<file path="config.mk">
export PLATFORM = sky130hd
export DESIGN_NAME = porter_duff_blend_filter
export DESIGN_NICKNAME = d
export VERILOG_FILES = /design/src/rtl/pdbf_pkg.sv /design/src/rtl/porter_duff_blend_filter.sv /design/src/rtl/pdbf_lane.sv
export SDC_FILE = /design/constraint.sdc
export NUM_CORES = 2
export LEC_CHECK = 0
export ABC_CLOCK_PERIOD_IN_PS = 15800
export BUFFER_PORTS_ARGS = -buffer_cell sky130_fd_sc_hd__buf_2
export CAP_MARGIN = 40
export CORE_UTILIZATION = 65
export DETAILED_ROUTE_END_ITERATION = 7
export MAX_ROUTING_LAYER = met4
export PLACE_DENSITY_LB_ADDON = 0.05
export SLEW_MARGIN = 20
export SYNTH_ARGS = -nofsm -noshare
export SYNTH_HDL_FRONTEND = slang
export SYNTH_HIERARCHICAL = 1
export SYNTH_SLANG_ARGS = --single-unit
</file>
<file path="constraint.sdc">
create_clock -name clk -period 15.8 [get_ports clk]
set_input_delay 3.16 -clock clk [delete_from_list [all_inputs] [get_ports clk]]
set_output_delay 3.16 -clock clk [all_outputs]
set_load 0.05 [all_outputs]
</file>
<file path="src/rtl/pdbf_pkg.sv">
// Shared types, codes and the blend-mode decoder for the Porter-Duff blend filter.
`timescale 1ns / 1ps

package pdbf_pkg;

  localparam int unsigned CHAN_W  = 8;
  localparam int unsigned PROD_W  = 2 * CHAN_W;
  localparam int unsigned SUM_W   = PROD_W + 1;
  localparam int unsigned QUOT_W  = CHAN_W + 1;
  localparam int unsigned TOTAL_W = CHAN_W + 2;
  localparam int unsigned MODE_W  = 4;
  localparam int unsigned IDX_W   = 3;

  localparam logic [CHAN_W-1:0] FULL = 8'd255;

  // Blend mode codes
  typedef enum logic [MODE_W-1:0] {
    MODE_CLEAR   = 4'd0,
    MODE_SRC     = 4'd1,
    MODE_DST     = 4'd2,
    MODE_SRCOVER = 4'd3,
    MODE_DSTOVER = 4'd4,
    MODE_SRCIN   = 4'd5,
    MODE_DSTIN   = 4'd6,
    MODE_SRCOUT  = 4'd7,
    MODE_DSTOUT  = 4'd8,
    MODE_SRCATOP = 4'd9,
    MODE_DSTATOP = 4'd10,
    MODE_XOR     = 4'd11
  } mode_t;

  localparam mode_t MODE_RESET = MODE_SRCOVER;

  // Configuration register indexes
  typedef enum logic [IDX_W-1:0] {
    REG_BLEND_MODE = 3'd0,
    REG_SRC_ALPHA  = 3'd1,
    REG_SRC_RED    = 3'd2,
    REG_SRC_GREEN  = 3'd3,
    REG_SRC_BLUE   = 3'd4
  } reg_idx_t;

  // Factor applied to the source channel
  typedef enum logic [1:0] {
    M0_ZERO = 2'd0,
    M0_DA   = 2'd1,
    M0_IDA  = 2'd2
  } m0_sel_t;

  // Factor applied to the destination channel
  typedef enum logic [1:0] {
    M1_ZERO = 2'd0,
    M1_SA   = 2'd1,
    M1_ISA  = 2'd2
  } m1_sel_t;

  // Term added after the divide
  typedef enum logic [1:0] {
    ADD_ZERO = 2'd0,
    ADD_S    = 2'd1,
    ADD_D    = 2'd2
  } add_sel_t;

  typedef struct packed {
    m0_sel_t  m0_sel;
    m1_sel_t  m1_sel;
    add_sel_t add_sel;
  } lane_ctrl_t;

  // Per-lane control: result = add + (s*m0 + d*m1) / 255
  function automatic lane_ctrl_t decode_mode(input logic [MODE_W-1:0] mode,
                                             input logic is_alpha);
    lane_ctrl_t c;
    c.m0_sel  = M0_ZERO;
    c.m1_sel  = M1_ZERO;
    c.add_sel = ADD_ZERO;
    case (mode)
      MODE_CLEAR: begin
      end
      MODE_SRC: begin
        c.add_sel = ADD_S;
      end
      MODE_DST: begin
        c.add_sel = ADD_D;
      end
      MODE_SRCOVER: begin
        c.add_sel = ADD_S;
        c.m1_sel  = M1_ISA;
      end
      MODE_DSTOVER: begin
        c.add_sel = ADD_D;
        c.m0_sel  = M0_IDA;
      end
      MODE_SRCIN: begin
        c.m0_sel = M0_DA;
      end
      MODE_DSTIN: begin
        c.m1_sel = M1_SA;
      end
      MODE_SRCOUT: begin
        c.m0_sel = M0_IDA;
      end
      MODE_DSTOUT: begin
        c.m1_sel = M1_ISA;
      end
      MODE_SRCATOP: begin
        if (is_alpha) begin
          c.add_sel = ADD_D;
        end else begin
          c.m0_sel = M0_DA;
          c.m1_sel = M1_ISA;
        end
      end
      MODE_DSTATOP: begin
        if (is_alpha) begin
          c.add_sel = ADD_S;
        end else begin
          c.m0_sel = M0_IDA;
          c.m1_sel = M1_SA;
        end
      end
      default: begin
        // xor, and the unused codes behave the same
        c.m0_sel = M0_IDA;
        c.m1_sel = M1_ISA;
      end
    endcase
    return c;
  endfunction

endpackage

</file>
<file path="src/rtl/porter_duff_blend_filter.sv">
// Top level of the Porter-Duff blend filter: config registers, valid pipeline, four lanes.
//
// Blends one premultiplied source color, held in registers, over a stream of
// premultiplied ARGB8888 destination pixels, one result item per input item.
// Input channel: in_valid / in_stall with dst_alpha, dst_red, dst_green,
// dst_blue and end_of_run. Output channel: out_valid / out_stall with
// out_alpha, out_red, out_green, out_blue and end_of_run_out.
// Config channel: cfg_valid / cfg_ready (always ready), cfg_index selects
// 0 blend_mode, 1 src_alpha, 2 src_red, 3 src_green, 4 src_blue; other
// indexes are ignored. Write config only while no item is in flight.
// One item per cycle sustained while out_stall does not hold a result, set by the
// three-stage multiply / divide-by-255 / saturate pipeline.
// Reset sets blend_mode to src-over, the source color to zero and empties the
// pipeline. While out_stall holds a valid result, the whole pipeline freezes
// and in_stall rises in the same cycle; nothing is dropped or repeated.
`timescale 1ns / 1ps

module porter_duff_blend_filter
  import pdbf_pkg::*;
(
  input  logic              clk,
  input  logic              rst,
  // config write channel
  input  logic              cfg_valid,
  output logic              cfg_ready,
  input  logic [IDX_W-1:0]  cfg_index,
  input  logic [CHAN_W-1:0] cfg_data,
  // input pixel channel
  input  logic              in_valid,
  output logic              in_stall,
  input  logic [CHAN_W-1:0] dst_alpha,
  input  logic [CHAN_W-1:0] dst_red,
  input  logic [CHAN_W-1:0] dst_green,
  input  logic [CHAN_W-1:0] dst_blue,
  input  logic              end_of_run,
  // output pixel channel
  output logic              out_valid,
  input  logic              out_stall,
  output logic [CHAN_W-1:0] out_alpha,
  output logic [CHAN_W-1:0] out_red,
  output logic [CHAN_W-1:0] out_green,
  output logic [CHAN_W-1:0] out_blue,
  output logic              end_of_run_out
);

  // Configuration registers
  logic [MODE_W-1:0] blend_mode;
  logic [CHAN_W-1:0] src_alpha;
  logic [CHAN_W-1:0] src_red;
  logic [CHAN_W-1:0] src_green;
  logic [CHAN_W-1:0] src_blue;

  assign cfg_ready = 1'b1;

  always_ff @(posedge clk) begin
    if (rst) begin
      blend_mode <= MODE_RESET;
      src_alpha  <= '0;
      src_red    <= '0;
      src_green  <= '0;
      src_blue   <= '0;
    end else if (cfg_valid && cfg_ready) begin
      case (cfg_index)
        REG_BLEND_MODE: blend_mode <= cfg_data[MODE_W-1:0];
        REG_SRC_ALPHA:  src_alpha  <= cfg_data;
        REG_SRC_RED:    src_red    <= cfg_data;
        REG_SRC_GREEN:  src_green  <= cfg_data;
        REG_SRC_BLUE:   src_blue   <= cfg_data;
        default: begin
        end
      endcase
    end
  end

  // Pipeline advance: freeze everything while a result waits on the receiver
  logic en;
  logic v1;
  logic v2;
  logic v3;
  logic eor1;
  logic eor2;

  assign en       = !(v3 && out_stall);
  assign in_stall = !en;

  always_ff @(posedge clk) begin
    if (rst) begin
      v1 <= 1'b0;
      v2 <= 1'b0;
      v3 <= 1'b0;
    end else if (en) begin
      v1 <= in_valid;
      v2 <= v1;
      v3 <= v2;
    end
  end

  // Run marker rides along with the pixel
  always_ff @(posedge clk) begin
    if (en) begin
      eor1           <= end_of_run;
      eor2           <= eor1;
      end_of_run_out <= eor2;
    end
  end

  assign out_valid = v3;

  // Lane controls from the current mode
  lane_ctrl_t ctrl_alpha;
  lane_ctrl_t ctrl_color;

  assign ctrl_alpha = decode_mode(blend_mode, 1'b1);
  assign ctrl_color = decode_mode(blend_mode, 1'b0);

  pdbf_lane u_lane_alpha (
    .clk    (clk),
    .en     (en),
    .ctrl   (ctrl_alpha),
    .s      (src_alpha),
    .d      (dst_alpha),
    .sa     (src_alpha),
    .da     (dst_alpha),
    .result (out_alpha)
  );

  pdbf_lane u_lane_red (
    .clk    (clk),
    .en     (en),
    .ctrl   (ctrl_color),
    .s      (src_red),
    .d      (dst_red),
    .sa     (src_alpha),
    .da     (dst_alpha),
    .result (out_red)
  );

  pdbf_lane u_lane_green (
    .clk    (clk),
    .en     (en),
    .ctrl   (ctrl_color),
    .s      (src_green),
    .d      (dst_green),
    .sa     (src_alpha),
    .da     (dst_alpha),
    .result (out_green)
  );

  pdbf_lane u_lane_blue (
    .clk    (clk),
    .en     (en),
    .ctrl   (ctrl_color),
    .s      (src_blue),
    .d      (dst_blue),
    .sa     (src_alpha),
    .da     (dst_alpha),
    .result (out_blue)
  );

`ifndef SYNTHESIS
  // An accepted item occupies the first stage next cycle
  a_accept_fills: assert property (@(posedge clk) disable iff (rst)
    (in_valid && !in_stall) |=> v1)
    else $error("accepted item missing from stage 1");

  // A stalled result is not lost
  a_stall_keeps: assert property (@(posedge clk) disable iff (rst)
    (out_valid && out_stall) |=> out_valid)
    else $error("stalled result dropped");

  // A taken result with nothing behind it leaves the output empty
  a_drain: assert property (@(posedge clk) disable iff (rst)
    (out_valid && !out_stall && !v2) |=> !out_valid)
    else $error("result repeated after drain");
`endif

endmodule

</file>
<file path="src/rtl/pdbf_lane.sv">
// One color or alpha lane: multiply, divide by 255, add and saturate in three stages.
`timescale 1ns / 1ps

module pdbf_lane
  import pdbf_pkg::*;
(
  input  logic              clk,
  input  logic              en,
  input  lane_ctrl_t        ctrl,
  input  logic [CHAN_W-1:0] s,
  input  logic [CHAN_W-1:0] d,
  input  logic [CHAN_W-1:0] sa,
  input  logic [CHAN_W-1:0] da,
  output logic [CHAN_W-1:0] result
);

  // Stage 1: operand select and the two products
  logic [CHAN_W-1:0] m0;
  logic [CHAN_W-1:0] m1;
  logic [CHAN_W-1:0] add_val;
  logic [PROD_W-1:0] p0;
  logic [PROD_W-1:0] p1;
  logic [CHAN_W-1:0] add1;

  always_comb begin
    case (ctrl.m0_sel)
      M0_DA:   m0 = da;
      M0_IDA:  m0 = FULL - da;
      default: m0 = '0;
    endcase
    case (ctrl.m1_sel)
      M1_SA:   m1 = sa;
      M1_ISA:  m1 = FULL - sa;
      default: m1 = '0;
    endcase
    case (ctrl.add_sel)
      ADD_S:   add_val = s;
      ADD_D:   add_val = d;
      default: add_val = '0;
    endcase
  end

  always_ff @(posedge clk) begin
    if (en) begin
      p0   <= PROD_W'(s) * PROD_W'(m0);
      p1   <= PROD_W'(d) * PROD_W'(m1);
      add1 <= add_val;
    end
  end

  // Stage 2: sum and quotient estimate (x + x/256) / 256, low by at most one
  logic [SUM_W-1:0]  x_next;
  logic [SUM_W-1:0]  est_sum;
  logic [SUM_W-1:0]  x2;
  logic [QUOT_W-1:0] q2;
  logic [CHAN_W-1:0] add2;

  assign x_next  = SUM_W'(p0) + SUM_W'(p1);
  assign est_sum = x_next + (x_next >> CHAN_W);

  always_ff @(posedge clk) begin
    if (en) begin
      x2   <= x_next;
      q2   <= est_sum[SUM_W-1:CHAN_W];
      add2 <= add1;
    end
  end

  // Stage 3: one-step correction, add term and saturate
  logic [SUM_W-1:0]   rem;
  logic [QUOT_W-1:0]  q_fix;
  logic [TOTAL_W-1:0] total;

  assign rem   = x2 - ((SUM_W'(q2) << CHAN_W) - SUM_W'(q2));
  assign q_fix = q2 + QUOT_W'(rem >= SUM_W'(FULL));
  assign total = TOTAL_W'(add2) + TOTAL_W'(q_fix);

  always_ff @(posedge clk) begin
    if (en) begin
      result <= (total > TOTAL_W'(FULL)) ? FULL : total[CHAN_W-1:0];
    end
  end

endmodule

</file>
======== Word level (Yosys, flattened, before mapping) ========
Cells that the tools add are included.
operators by class
  add/sub/neg operators ................... 26
  $mul .................................... 8
  divide/modulo/power cells ............... 0
  magnitude comparators ................... 8
  equality and inequality tests ........... 26
  shift-type cells ........................ 0
  multiplexer cells ....................... 14
  bitwise gates (word level) .............. 0
  reductions and logical operators ........ 18
operator list
  cell                                                                number
  multiplier 8 x 8 -> 16 bit                                          8
  one-hot mux 8 bit (2 select lines)                                  8
  adder 16 x 16 -> 17 bit                                             4
  adder 17 x 9 -> 17 bit                                              4
  greater-or-equal comparator 17 x 8 -> 1 bit, second input constant  4
  subtractor 17 bit                                                   4
  subtractor 17 x 9 -> 17 bit                                         4
  adder 8 x 9 -> 10 bit                                               4
  greater-than comparator 10 x 8 -> 1 bit, second input constant      4
  adder 9 x 1 -> 9 bit                                                4
  one-hot mux 2 bit (2 select lines)                                  6
  equality test 4 x 3 -> 1 bit, second input constant                 4
  OR reduction 8 bit                                                  2
  subtractor 8 bit, first input constant                              2
  equality test 2 x 1 -> 1 bit, second input constant                 6
  equality test 2 bit, second input constant                          6
  equality test 4 bit, second input constant                          3
  OR reduction 6 bit                                                  2
  AND reduction 2 bit                                                 5
  equality test 4 x 2 -> 1 bit, second input constant                 2
  OR reduction 2 bit                                                  4
  equality test 3 x 2 -> 1 bit, second input constant                 2
  OR reduction 3 bit                                                  2
  equality test 4 x 1 -> 1 bit, second input constant                 1
  other kinds (5)                                                     5
word-level totals
  flip-flop bits (word level) ............. 370
  latch bits .............................. 0
  memory bits (writable) .................. 0
  ROM bits ................................ 0
  input bits .............................. 49
  output and inout bits ................... 36
  word-level logic and storage cells ...... 139
  memories ................................ 0

======== Logic depth before layout (Yosys ltp) ========
  word-level depth ........................ 6
  mapped depth ............................ 26
  mapped depth without buffers ............ 26

======== Modules after synthesis ========
The synthesis kept the hierarchy.
modules (own cells, without submodules)
  module                     instances  cells an instance  area each (µm²)  seq. area each (µm²)
  pdbf_lane at u_lane_green  1          991                9643.0           2462.4
  pdbf_lane at u_lane_alpha  1          976                9429.0           2462.4
  pdbf_lane at u_lane_blue   1          963                9390.3           2462.4
  pdbf_lane at u_lane_red    1          952                9346.5           2462.4
  porter_duff_blend_filter   1          179                1869.3           870.8

======== Worst setup path before layout ========
OpenSTA, ideal clock, no wires.
  path type ............................... in2out
  start point ............................. input out_stall
  end point ............................... output in_stall
  arrival ................................. 12493 ps
  required time ........................... 12640 ps
  path slack .............................. 147 ps
  stages .................................. 2
  buffers on the path ..................... 0
  path through ............................ nand2_1 inv_1
between the ends
  longest elaborated chain between the ends .. 1
RTL lines
  element            line                            text
  from (decl)        porter_duff_blend_filter.sv:38  input logic out_stall,
  logical AND 1 bit  porter_duff_blend_filter.sv:83  assign en = !(v3 && out_stall);
  to (decl)          porter_duff_blend_filter.sv:30  output logic in_stall,
Every way passes these cells.

======== Final worst setup path ========
  start point ............................. input dst_alpha[3]
  end point ............................... register u_lane_alpha.p0[15], data pin
between the ends
  longest elaborated chain between the ends .. 3
RTL lines
  element                                 line                            text
  from (decl)                             porter_duff_blend_filter.sv:31  input logic [CHAN_W-1:0] dst_alpha,
  subtractor 8 bit                        pdbf_lane.sv:28                 M0_IDA: m0 = FULL - da;
  one-hot mux 8 bit (2 select lines) (*)  pdbf_lane.sv:26                 case (ctrl.m0_sel)
  multiplier 8 x 8 -> 16 bit (*)          pdbf_lane.sv:45                 p0 <= PROD_W'(s) * PROD_W'(m0);
  to (signal assigned)                    pdbf_lane.sv:45
  to (decl)                               pdbf_lane.sv:21                 logic [PROD_W-1:0] p0;
Every way passes the cells marked *; elsewhere a longest branch is shown, timed or not.
A chain may end at the register's enable or synchronous reset.

==> qor.yml <==
cts-root-buf: "clkbuf_16"
fin_crit_sh_pct: 48.7
grt_pass1_vias: 28100
grt_max_degree: 57
wl_um: 85100
h-tree-depth: 2
avgSynthCellArea_um2: 9.77
final_core_util_pct: 70.3
rows: 90
finalInstanceArea_um2: 42400
core-area_um2: 60400
drive_gt1_share_pct: 6.01
synthCells: 4061
dieArea_um2: 62000
fin_skew_ns: 0.0171
synth_async_sr_flop_share_pct: 0
cts_tree: "yes"
postRouteAntennaNets: 0
layout_common_cells: "inv_1, ha_1, nand2_1, edfxtp_1, and2_1"
rsz0062_at_grt: "false"
synthFlopType: "edfxtp_1"
dp_hpwl_um: 66200
worst_pin_slew_ns: 0.923
antenna_found_initial: 5
route.detailed.drc: 0
io_pins: 85
fmax_ghz: 0.130
ys_warn_count: 6
fp.dieH_um: 249
synth_top_family_by_area: "adder cells"
synth_seq_cells: 370
ys_types: 110
cts_buffers: 44
slew_headroom_pct: 37.8
r2r.worst_path.cells: 20
clkTransAtPathRegs_ns: 0.07
first_iter_violations: 2059
drt-pass1-iter-count: 6
initial_core_util_pct: 65.7
fin_setup_tns_ns: 0
path_max_fanout: 17
globalplace.congestion: 0.903
fin_crit_ns: 7.69
max-cap-violations: 0
hold_depth: 0
syn_to_final_growth_pct: 6.88
portBuffers: 83
viasPerCell: 5.74
yosys-mux-area-fraction_pct: 1.22
wl_per_cell_um: 17.1
netlist_area_um2: 39700
hold_ws_ns: 0.417
synthAdderAreaFrac_pct: 32.7
cts_setup_buffers: 0
synth_nets: 4966
yosysSeqAreaShare_pct: 27.0
yosys.area_share.simple_pct: 16.6
clkSinkCount: 370
placed_area_um2: 40900
dieWidth_um: 249
synthXorXnorAreaFrac_pct: 5.62
path_class: "input port to flip-flop"
cts_resized: 0
grt_pass1_wl_um: 140000
final_common_cell: "inv_1"
synth_edf_count: 331
worstPathArrival_ns: 8.01
status: "complete, no violations"
finalHoldViolCount: 0
required_ns: 16.12
cp-end-kind: "flip-flop"
clock_latency_ns: 0.57
cts_hold_buf: 0
grtUsageTotal_pct: 28.8
slew_viol_final: 0
start_kind: "input port"
synth-compound-area-share_pct: 10.8
p_leak_nw: 20.6
via_count: 28500
hp-class: "flip-flop to flip-flop"
power.density_nw_per_um2: 185
ir_drop_uv: 257
setup_viol: 0
clock_path_buffers: 3
finalNetCount: 5046
overflow: 0
worst max-delay path: stages:
cell and delay (ns):
buf_2 0.23, o21ai_0 0.72, and2_1 0.25, fa_1 0.43, fa_1 0.48, fa_1 0.56
inv_1 0.06, fa_1 0.53, inv_1 0.04, ha_1 0.30, a21boi_0 0.14, o21ai_0 0.24
a21oi_1 0.13, a41o_1 0.27, o41a_1 0.32, xnor2_1 0.13
power breakdown:
group	switching, mW	internal (mW)	total [mW]	leakage, nW
logic	2.97	2.20	5.17	15.9
registers	0.136	1.54	1.68	4.00
clock network	0.413	0.586	0.999	0.699
stage by stage:
| stage | instances | power [mW] | worst slack (ns) |
|---|---|---|---|
| 2_1_floorplan | 4061 | 5.74 | 0.147 |
| 4_1_cts | 4948 | 7.88 | 8.23 |
| 3_5_place_dp | 4870 | 6.81 | 7.60 |
| 5_1_grt | 4960 | 8.60 | 7.84 |
| 6_report | 4960 | 7.85 | 8.11 |
| 3_3_place_gp | 4866 | 6.71 | 7.67 |
synthesized netlist by cell type, drive strengths merged, types with 26 or more instances:
cell | instances | area [um^2]
inv | 562 | 2110
ha | 556 | 6960
nand2b | 86 | 541
nor2b | 45 | 282
xor2 | 61 | 557
clkbuf | 45 | 169
a22oi | 35 | 263
xnor2 | 190 | 1670
nand2 | 391 | 1470
dfxtp | 39 | 781
fa | 300 | 6010
nand3 | 65 | 345
a21oi | 151 | 759
nor3 | 49 | 267
o21a | 26 | 195
edfxtp | 331 | 9940
mux2i | 44 | 440
a21o | 46 | 347
o21ai | 175 | 891
buf | 29 | 153
nor2 | 174 | 653
and2 | 330 | 2070
kinds of logic after synthesis:
kind of cell	Yosys count
AND/OR/NAND/NOR	1265
adder cells (fa/ha/maj)	856
buffers and inverters	636
AO/OA/AOI/OAI	634
flip-flops	370
XOR/XNOR	251
multiplexers	48
other	1
final cells by class:
cell class / instances / area, um^2
antenna: 5 / 12.5
clock buffer: 58 / 1240
clock inverter: 20 / 164
fill: 4679 / 17900
inverter: 562 / 2110
multi-input combinational: 3055 / 26500
sequential: 370 / 10700
tap: 782 / 978
timing repair buffer: 108 / 648
final timing paths:
check                start                   to  slack [ns]
min reg2reg           eor2       end_of_run_out        0.42
max reg2reg  blend_mode[3]    u_lane_red/p1[15]        9.29
min                   eor2       end_of_run_out        0.42
max           dst_alpha[3]  u_lane_alpha/p0[15]        8.11
flip-flops by register name, summed over array words and instances, names as in the netlist, 16 cells and up:
signal / cells
u_lane_alpha/x2: 17
u_lane_blue/x2: 17
u_lane_green/x2: 17
u_lane_red/x2: 17
u_lane_alpha/p0: 16
u_lane_alpha/p1: 16
u_lane_blue/p0: 16
u_lane_blue/p1: 16
u_lane_green/p0: 16
u_lane_green/p1: 16
u_lane_red/p0: 16
u_lane_red/p1: 16
routing by layer:
| layer | routed length (um) | up-vias | global-route usage (%) |
|---|---|---|---|
| li1 | - | 14000 | - |
| met1 | 37700 | 13600 | 37.3 |
| met2 | 40800 | 743 | 47.5 |
| met3 | 4590 | 126 | 4.21 |
| met4 | 1960 | 0 | 7.23 |
| met5 | 0 | - | - |
Note: power is estimated with default switching activity, not from simulation.
